==> src/rtl/v2n_pkg.sv <==
package v2n_pkg;

  localparam int unsigned CoordWidth   = 16;
  localparam int unsigned UnitFracBits = 14;
  localparam int unsigned UnitWidth    = UnitFracBits + 2;
  // Sum of two squares of magnitudes up to 2^15 can reach 2^31 and needs 32 bits.
  localparam int unsigned SumWidth     = 2 * CoordWidth;
  localparam int unsigned RootWidth    = CoordWidth;
  // Rounded root can reach 46341, which still fits in CoordWidth bits.
  localparam int unsigned NumWidth     = CoordWidth + UnitFracBits + 1;
  localparam int unsigned QuoWidth     = UnitFracBits + 2;

  typedef logic [CoordWidth-1:0] mag_t;
  typedef logic [UnitWidth-1:0]  unit_t;

endpackage

==> src/rtl/v2n_sqrt.sv <==
// Pipelined restoring square root: one result bit per stage, with rounding
// to nearest in a final stage. Side data rides along each stage.
module v2n_sqrt (
  input  logic                          clk_i,
  input  logic                          rst_ni,
  input  logic                          valid_i,
  input  logic [v2n_pkg::SumWidth-1:0]  sum_i,
  input  logic [2*v2n_pkg::CoordWidth+1:0] side_i,
  output logic                          valid_o,
  output logic [v2n_pkg::RootWidth-1:0] root_o,
  output logic [2*v2n_pkg::CoordWidth+1:0] side_o
);
  import v2n_pkg::*;

  localparam int unsigned Steps = RootWidth;
  localparam int unsigned RemW  = RootWidth + 2;
  localparam int unsigned RadW  = 2 * RootWidth;
  localparam int unsigned SideW = 2 * CoordWidth + 2;

  logic [Steps:0]           vld_q;
  logic [RadW-1:0]          rad_q  [Steps+1];
  logic [RemW-1:0]          rem_q  [Steps+1];
  logic [RootWidth-1:0]     root_q [Steps+1];
  logic [SideW-1:0]         side_q [Steps+1];

  logic                     vld_out_q;
  logic [RootWidth-1:0]     rnd_q;
  logic [SideW-1:0]         side_out_q;

  always_comb begin
    vld_q[0]  = valid_i;
    rad_q[0]  = sum_i;
    rem_q[0]  = '0;
    root_q[0] = '0;
    side_q[0] = side_i;
  end

  for (genvar s = 0; s < Steps; s++) begin : g_step
    logic [RemW-1:0] trial;
    logic [RemW-1:0] rem_shift;
    always_comb begin
      rem_shift = {rem_q[s][RemW-3:0], rad_q[s][RadW-1 -: 2]};
      trial     = {root_q[s], 2'b01};
    end
    always_ff @(posedge clk_i or negedge rst_ni) begin
      if (!rst_ni) begin
        vld_q[s+1] <= 1'b0;
      end else begin
        vld_q[s+1] <= vld_q[s];
      end
    end
    always_ff @(posedge clk_i) begin
      rad_q[s+1]  <= {rad_q[s][RadW-3:0], 2'b00};
      side_q[s+1] <= side_q[s];
      if (rem_shift >= trial) begin
        rem_q[s+1]  <= rem_shift - trial;
        root_q[s+1] <= {root_q[s][RootWidth-2:0], 1'b1};
      end else begin
        rem_q[s+1]  <= rem_shift;
        root_q[s+1] <= {root_q[s][RootWidth-2:0], 1'b0};
      end
    end
  end

  // Round up when the remainder exceeds the floor root.
  always_ff @(posedge clk_i or negedge rst_ni) begin
    if (!rst_ni) begin
      vld_out_q <= 1'b0;
    end else begin
      vld_out_q <= vld_q[Steps];
    end
  end

  always_ff @(posedge clk_i) begin
    side_out_q <= side_q[Steps];
    if (rem_q[Steps] > {2'b00, root_q[Steps]}) begin
      rnd_q <= root_q[Steps] + RootWidth'(1);
    end else begin
      rnd_q <= root_q[Steps];
    end
  end

  assign valid_o = vld_out_q;
  assign root_o  = rnd_q;
  assign side_o  = side_out_q;
endmodule

==> src/rtl/v2n_div.sv <==
// Pipelined restoring divider for both components at once: one quotient bit
// per stage, then clamp and sign in a final stage.
module v2n_div (
  input  logic                           clk_i,
  input  logic                           rst_ni,
  input  logic                           valid_i,
  input  logic [v2n_pkg::CoordWidth-1:0] len_i,
  input  logic [2*v2n_pkg::CoordWidth+1:0] side_i,
  output logic                           valid_o,
  output v2n_pkg::mag_t                  mag_o,
  output v2n_pkg::unit_t                 unit_x_o,
  output v2n_pkg::unit_t                 unit_y_o,
  output logic                           zero_o
);
  import v2n_pkg::*;

  // Quotient of (2c*2^F + L) / (2L); c <= 2^15, L >= c, so QuoWidth bits hold it.
  localparam int unsigned Steps = QuoWidth;
  localparam int unsigned DvsW  = CoordWidth + 1;
  localparam int unsigned SideW = 2 * CoordWidth + 2;

  logic [Steps:0]          vld_q;
  logic [CoordWidth-1:0]   len_q  [Steps+1];
  logic [SideW-1:0]        side_q [Steps+1];
  logic [NumWidth-1:0]     numx_q [Steps+1];
  logic [NumWidth-1:0]     numy_q [Steps+1];
  logic [DvsW:0]           remx_q [Steps+1];
  logic [DvsW:0]           remy_q [Steps+1];
  logic [QuoWidth-1:0]     qx_q   [Steps+1];
  logic [QuoWidth-1:0]     qy_q   [Steps+1];

  logic                    vld_out_q;
  mag_t                    mag_q;
  unit_t                   ux_q, uy_q;
  logic                    zero_q;

  logic [CoordWidth-1:0]   ax_in, ay_in;

  always_comb begin
    ax_in     = side_i[CoordWidth-1:0];
    ay_in     = side_i[2*CoordWidth-1:CoordWidth];
    vld_q[0]  = valid_i;
    len_q[0]  = len_i;
    side_q[0] = side_i;
    numx_q[0] = {ax_in, {(UnitFracBits+1){1'b0}}} + NumWidth'(len_i);
    numy_q[0] = {ay_in, {(UnitFracBits+1){1'b0}}} + NumWidth'(len_i);
    remx_q[0] = '0;
    remy_q[0] = '0;
    qx_q[0]   = '0;
    qy_q[0]   = '0;
  end

  // Remainders before stage Steps are known to be below 2L, so the numerator
  // bits above the quotient width feed the initial remainder directly.
  for (genvar s = 0; s < Steps; s++) begin : g_step
    logic [DvsW:0] shx, shy, dvs;
    always_comb begin
      dvs = {1'b0, len_q[s], 1'b0};
      if (s == 0) begin
        shx = (DvsW+1)'(numx_q[s] >> (Steps - 1));
        shy = (DvsW+1)'(numy_q[s] >> (Steps - 1));
      end else begin
        shx = {remx_q[s][DvsW-1:0], numx_q[s][Steps-1-s]};
        shy = {remy_q[s][DvsW-1:0], numy_q[s][Steps-1-s]};
      end
    end
    always_ff @(posedge clk_i or negedge rst_ni) begin
      if (!rst_ni) begin
        vld_q[s+1] <= 1'b0;
      end else begin
        vld_q[s+1] <= vld_q[s];
      end
    end
    always_ff @(posedge clk_i) begin
      len_q[s+1]  <= len_q[s];
      side_q[s+1] <= side_q[s];
      numx_q[s+1] <= numx_q[s];
      numy_q[s+1] <= numy_q[s];
      if (shx >= dvs) begin
        remx_q[s+1] <= shx - dvs;
        qx_q[s+1]   <= {qx_q[s][QuoWidth-2:0], 1'b1};
      end else begin
        remx_q[s+1] <= shx;
        qx_q[s+1]   <= {qx_q[s][QuoWidth-2:0], 1'b0};
      end
      if (shy >= dvs) begin
        remy_q[s+1] <= shy - dvs;
        qy_q[s+1]   <= {qy_q[s][QuoWidth-2:0], 1'b1};
      end else begin
        remy_q[s+1] <= shy;
        qy_q[s+1]   <= {qy_q[s][QuoWidth-2:0], 1'b0};
      end
    end
  end

  localparam logic [QuoWidth-1:0] One = QuoWidth'(1) << UnitFracBits;

  logic [QuoWidth-1:0] cx, cy;
  logic                nx, ny, zr;

  always_comb begin
    nx = side_q[Steps][2*CoordWidth];
    ny = side_q[Steps][2*CoordWidth+1];
    zr = (len_q[Steps] == '0);
    cx = (qx_q[Steps] > One) ? One : qx_q[Steps];
    cy = (qy_q[Steps] > One) ? One : qy_q[Steps];
  end

  always_ff @(posedge clk_i or negedge rst_ni) begin
    if (!rst_ni) begin
      vld_out_q <= 1'b0;
    end else begin
      vld_out_q <= vld_q[Steps];
    end
  end

  // A zero length can only come from a zero vector.
  always_ff @(posedge clk_i) begin
    mag_q  <= len_q[Steps];
    zero_q <= zr;
    ux_q   <= zr ? '0 : (nx ? UnitWidth'(-cx) : UnitWidth'(cx));
    uy_q   <= zr ? '0 : (ny ? UnitWidth'(-cy) : UnitWidth'(cy));
  end

  assign valid_o  = vld_out_q;
  assign mag_o    = mag_q;
  assign unit_x_o = ux_q;
  assign unit_y_o = uy_q;
  assign zero_o   = zero_q;
endmodule

==> src/rtl/vector2d_normalize.sv <==
// From start to done, an item passes the absolute-value and square registers,
// then the square-root pipeline (one bit per stage plus rounding) and then the
// divider pipeline (one quotient bit per stage plus clamp and sign).
// Throughput: one item per cycle; busy is always low and the receiver cannot stall.
// Reset clears all valid bits; no result is produced until items arrive.
module vector2d_normalize (
  input  logic                           clk_i,
  input  logic                           rst_ni,
  input  logic                           start,
  output logic                           busy,
  input  logic [v2n_pkg::CoordWidth-1:0] vec_x_i,
  input  logic [v2n_pkg::CoordWidth-1:0] vec_y_i,
  output logic                           done,
  output v2n_pkg::mag_t                  magnitude_o,
  output v2n_pkg::unit_t                 unit_x_o,
  output v2n_pkg::unit_t                 unit_y_o,
  output logic                           is_zero_o
);
  import v2n_pkg::*;

  localparam int unsigned SideW = 2 * CoordWidth + 2;

  logic                  v1_q, v2_q;
  logic [CoordWidth-1:0] ax_q, ay_q;
  logic                  nx_q, ny_q;
  logic [SumWidth-1:0]   sqx_q, sqy_q;
  logic [SideW-1:0]      side2_q;
  logic [CoordWidth-1:0] ax_d, ay_d;

  logic                  sv;
  logic [RootWidth-1:0]  root;
  logic [SideW-1:0]      sside;

  always_comb begin
    ax_d = vec_x_i[CoordWidth-1] ? CoordWidth'(-vec_x_i) : vec_x_i;
    ay_d = vec_y_i[CoordWidth-1] ? CoordWidth'(-vec_y_i) : vec_y_i;
  end

  always_ff @(posedge clk_i or negedge rst_ni) begin
    if (!rst_ni) begin
      v1_q <= 1'b0;
      v2_q <= 1'b0;
    end else begin
      v1_q <= start;
      v2_q <= v1_q;
    end
  end

  // The negation of the most negative code wraps to 2^15 in an unsigned view.
  always_ff @(posedge clk_i) begin
    ax_q    <= ax_d;
    ay_q    <= ay_d;
    nx_q    <= vec_x_i[CoordWidth-1];
    ny_q    <= vec_y_i[CoordWidth-1];
    sqx_q   <= {{CoordWidth{1'b0}}, ax_q} * {{CoordWidth{1'b0}}, ax_q};
    sqy_q   <= {{CoordWidth{1'b0}}, ay_q} * {{CoordWidth{1'b0}}, ay_q};
    side2_q <= {ny_q, nx_q, ay_q, ax_q};
  end

  v2n_sqrt u_sqrt (
    .clk_i   (clk_i),
    .rst_ni  (rst_ni),
    .valid_i (v2_q),
    .sum_i   (sqx_q + sqy_q),
    .side_i  (side2_q),
    .valid_o (sv),
    .root_o  (root),
    .side_o  (sside)
  );

  v2n_div u_div (
    .clk_i    (clk_i),
    .rst_ni   (rst_ni),
    .valid_i  (sv),
    .len_i    (root),
    .side_i   (sside),
    .valid_o  (done),
    .mag_o    (magnitude_o),
    .unit_x_o (unit_x_o),
    .unit_y_o (unit_y_o),
    .zero_o   (is_zero_o)
  );

  assign busy = 1'b0;
endmodule

==> config.mk <==
export PLATFORM = sky130hd
export DESIGN_NAME = vector2d_normalize
export DESIGN_NICKNAME = d
export VERILOG_FILES = /design/src/rtl/v2n_pkg.sv /design/src/rtl/v2n_sqrt.sv /design/src/rtl/v2n_div.sv /design/src/rtl/vector2d_normalize.sv
export SDC_FILE = /design/constraint.sdc
export NUM_CORES = 2
export LEC_CHECK = 0
export BUFFER_PORTS_ARGS = -buffer_cell sky130_fd_sc_hd__buf_2
export CORE_ASPECT_RATIO = 0.8
export CORE_MARGIN = 3
export CORE_UTILIZATION = 55
export CTS_CLUSTER_SIZE = 40
export DETAILED_ROUTE_END_ITERATION = 8
export PLACE_DENSITY = 0.73
export SETUP_SLACK_MARGIN = 0.15
export SKIP_LAST_GASP = 1
export SLEW_MARGIN = 20
export SYNTH_ARGS = -nofsm -noshare
export SYNTH_HDL_FRONTEND = slang
export SYNTH_HIERARCHICAL = 1
export SYNTH_SLANG_ARGS = --single-unit
==> constraint.sdc <==
create_clock -name clk_i -period 6.86 [get_ports clk_i]
set_clock_uncertainty 0.15 [all_clocks]
set_input_delay 0.686 -clock clk_i [delete_from_list [all_inputs] [get_ports clk_i]]
set_output_delay 0.686 -clock clk_i [all_outputs]
set_load 0.005 [all_outputs]
==> flow_summary.ini <==
[sta]
rsz0062_at_grt = false
finalCriticalPeriod_ps = 6476
finalSetupViolations = 0
holdWs_ps = 89.45
final_max_slew_viol_count = 0
relSlewSlack_pct = 29.24
finalHoldViolCount = 0
setup-tns-final_ps = 0
max_slew.worst_pin.slew_ps = 1052
post-route-period-util_pct = 94.41
fmaxAchievable_mhz = 154.4

[routing]
vias = 71945
wl_per_cell_um = 17.93
vias_per_cell = 5.431
finalWirelength_mm = 237.6
first_pass_iters = 8
ant_nets = 0
drc = 0
drt_iter0_markers = 5480

[critical_path]
start_kind = flip-flop
slowest_delay_ps = 570
critical-path-slowest-cell = fa_1
end_kind = flip-flop
r2r_slack_ps = 380
cpMostUsedCell = fa_1
cp.required_ps = 7480
timing.rr.start = ax_q[8]
reg2reg_to = sqx_q[28]
rr_worst_depth = 20
crit_chain = buf_4 -> nand2_1 -> fa_1 -> fa_1 -> inv_1 -> fa_1 -> fa_1 -> fa_1 -> inv_1 -> fa_1 -> inv_1 -> ha_1 -> a21oi_1 -> o211ai_1 -> a31o_2 -> a2111oi_2 -> nor2_1 -> a41o_1 -> o41ai_2 -> xnor2_1
cp_max_fo = 8
crit_type = reg -> reg
arrival_ps = 7090

[job]
max-cap-violations = 0

[die]
ios = 86
fp.dieH_um = 399.7
die-width_um = 498.2
start_util_pct = 55.73
rows = 143
core_mm2 = 0.1913
dieArea_mm2 = 0.1991

[grt]
grt_usage_pct = 23.61
grt_pass1_wl_mm = 380.5
grt_max_degree = 37
overflow = 0
antenna_found_initial = 8
grt_pass1_vias = 70562

[cells_and_area]
diodes = 0
final_layout_size_suffix_gt1_share_pct = 9.280
nFillCells = 15382
multi_input_area_mm2 = 0.05259
areaGrowthSynthToFinish_pct = 11.28
regArea_mm2 = 0.04945
final_area_mm2 = 0.1186
nNetsFinal = 11813
finish.utilization_pct = 62.01

[worst_hold_path]
min_path_type = in -> reg
hold_path.startpoint = vec_y_i[1]
hold_depth = 3
min_to = ay_q[1]

[clock_tree]
cts_buffers = 222
htree_levels = 4
insertion_delay_ps = 860
clkTransAtPathRegs_ps = 70
cts_tree = done
clock_sinks = 2460
cts_root_buf = clkbuf_16
clockBufferDepth = 3

[status]
status = finished, final reports clean

[yosys]
avgSynthCellArea_um2 = 10.38
synth.most_common_cell = dfxtp_1
yosys_warnings = 6
ys_seq_elements = 2460
synth_cells = 10273
synth_common_cells = dfxtp_1 (2424), inv_1 (1086), ha_1 (906)
synthFlopType = dfxtp_1
synth_top_cell_by_area = dfxtp_1
async_flop_share_pct = 1.463
synth.net_count = 11568
syn-cell-area_mm2 = 0.1066
synth_top_area_share_pct = 45.53
synth-edff-count = 0
ys_types = 105
ys_seq_area_share_pct = 46.37
netlist_top_cells_area = dfxtp_1 (46%), ha_1 (11%), fa_1 (6.6%), inv_1 (3.8%), xnor2_1 (3.5%)

[placed_design]
port-buffer-count = 84
dp_hpwl_mm = 185.1
dpl_cell_area_mm2 = 0.1101
place.gp.congestion = 0.9373
==> timing repair <==
action / 4_1_cts / 5_1_grt
endpoints found under the hold margin: 70 / 0
hold buffers: 35 / 0
endpoints found under the setup margin: 0 / 9
setup buffers: 0 / 0
gates resized for setup: 0 / 23
==> placed cells by master (no fill, tap or decap), types with 65 or more instances in the layout <==
| master | synthesis | routed |
|---|---|---|
| nor2b_1 | 135 | 135 |
| xor2_1 | 244 | 244 |
| mux2_2 | 315 | 315 |
| o21a_1 | 149 | 149 |
| nor3_1 | 146 | 143 |
| nor2_1 | 593 | 593 |
| and3_1 | 71 | 71 |
| nand4_1 | 87 | 87 |
| dfxtp_1 | 2424 | 2404 |
| xnor2_1 | 430 | 430 |
| fa_1 | 354 | 354 |
| nand2_1 | 633 | 633 |
| a21oi_1 | 545 | 545 |
| clkbuf_16 | 0 | 224 |
| nand3_1 | 149 | 149 |
| ha_1 | 906 | 906 |
| and2_1 | 111 | 111 |
| o21ai_0 | 456 | 456 |
| inv_1 | 1086 | 1086 |
| a31oi_1 | 69 | 65 |
| buf_2 | 32 | 84 |
| a21o_1 | 203 | 203 |
| nand2b_1 | 107 | 107 |
==> how the worst max path moves through the flow <==
stage / start / to / slack, ps
finish: ax_q[8] / sqx_q[28] / 380
global route: ay_q[6] / sqy_q[30] / 160
CTS: ax_q[8] / sqx_q[30] / 190
detailed placement: ax_q[11] / sqx_q[28] / 190
global placement: ax_q[11] / sqx_q[28] / 270
floorplan: ax_q[1] / sqx_q[21] / 750
==> cell type report <==
| class | instances | share of cell area, % |
|---|---|---|
| Clock buffer | 283 | 5.166 |
| Tap cell | 2537 | 2.676 |
| Clock inverter | 134 | 1.632 |
| Sequential cell | 2460 | 41.69 |
| Inverter | 1086 | 3.437 |
| Timing Repair Buffer | 181 | 1.062 |
| Multi-Input combinational cell | 6567 | 44.33 |
==> critical path: cells and delay by family (launching register included) <==
family / cells / cell delay (ps)
adder cells (fa/ha/maj): 7 / 3420
AO/OA/AOI/OAI: 6 / 1600
flip-flops: 1 / 480
buffers and inverters: 4 / 380
AND/OR/NAND/NOR: 2 / 240
XOR/XNOR: 1 / 150
==> metal layers <==
| layer | vias up | share of wire [%] | track usage, % |
|---|---|---|---|
| met5 | - | 0 | 0 |
| met4 | 0 | 1.7 | 4.800 |
| met3 | 307 | 5.9 | 3.520 |
| met2 | 1978 | 42 | 35.42 |
| met1 | 34163 | 50 | 35.99 |
| li1 | 35497 | - | - |
==> metrics by stage <==
step	worst slack, ps	std cells
final	383.6	13248
after global routing	164.3	13248
after CTS	185.1	13245
after detailed placement	189.3	12793
after global placement	265.3	12792
after floorplan	747.0	10273
==> sequential cells by signal, summed over array words and instances, names as in the netlist, 18 cells and up <==
register,cells
u_div/side_q,30
sqx_q,30
side2_q,34
sqy_q,30
u_sqrt/rad_q,210
u_sqrt/g_step.trial,120
u_div/g_step.dvs,121
u_div/numx_q,105
u_div/g_step.shy,255
u_div/g_step.shx,241
u_sqrt/side_q,544
u_sqrt/g_step.rem_shift,247
u_div/qy_q,136
u_sqrt/side_o,34
u_sqrt/rem_q,18
u_div/qx_q,136
==> cell families after synthesis <==
kind of cell / synth area share, %
DFF: 46.37
and+or+nand+nor: 10.59
AOI/OAI and AO/OA: 11.84
adders and majority gates: 17.28
buffers and inverters: 4.448
xor gates and xnor gates: 5.538
muxes: 3.920
other: 0.007046
Power is left out: the tool's default activity adds up to more than one toggle a clock period on the data nets, which glitch-free logic cannot reach.
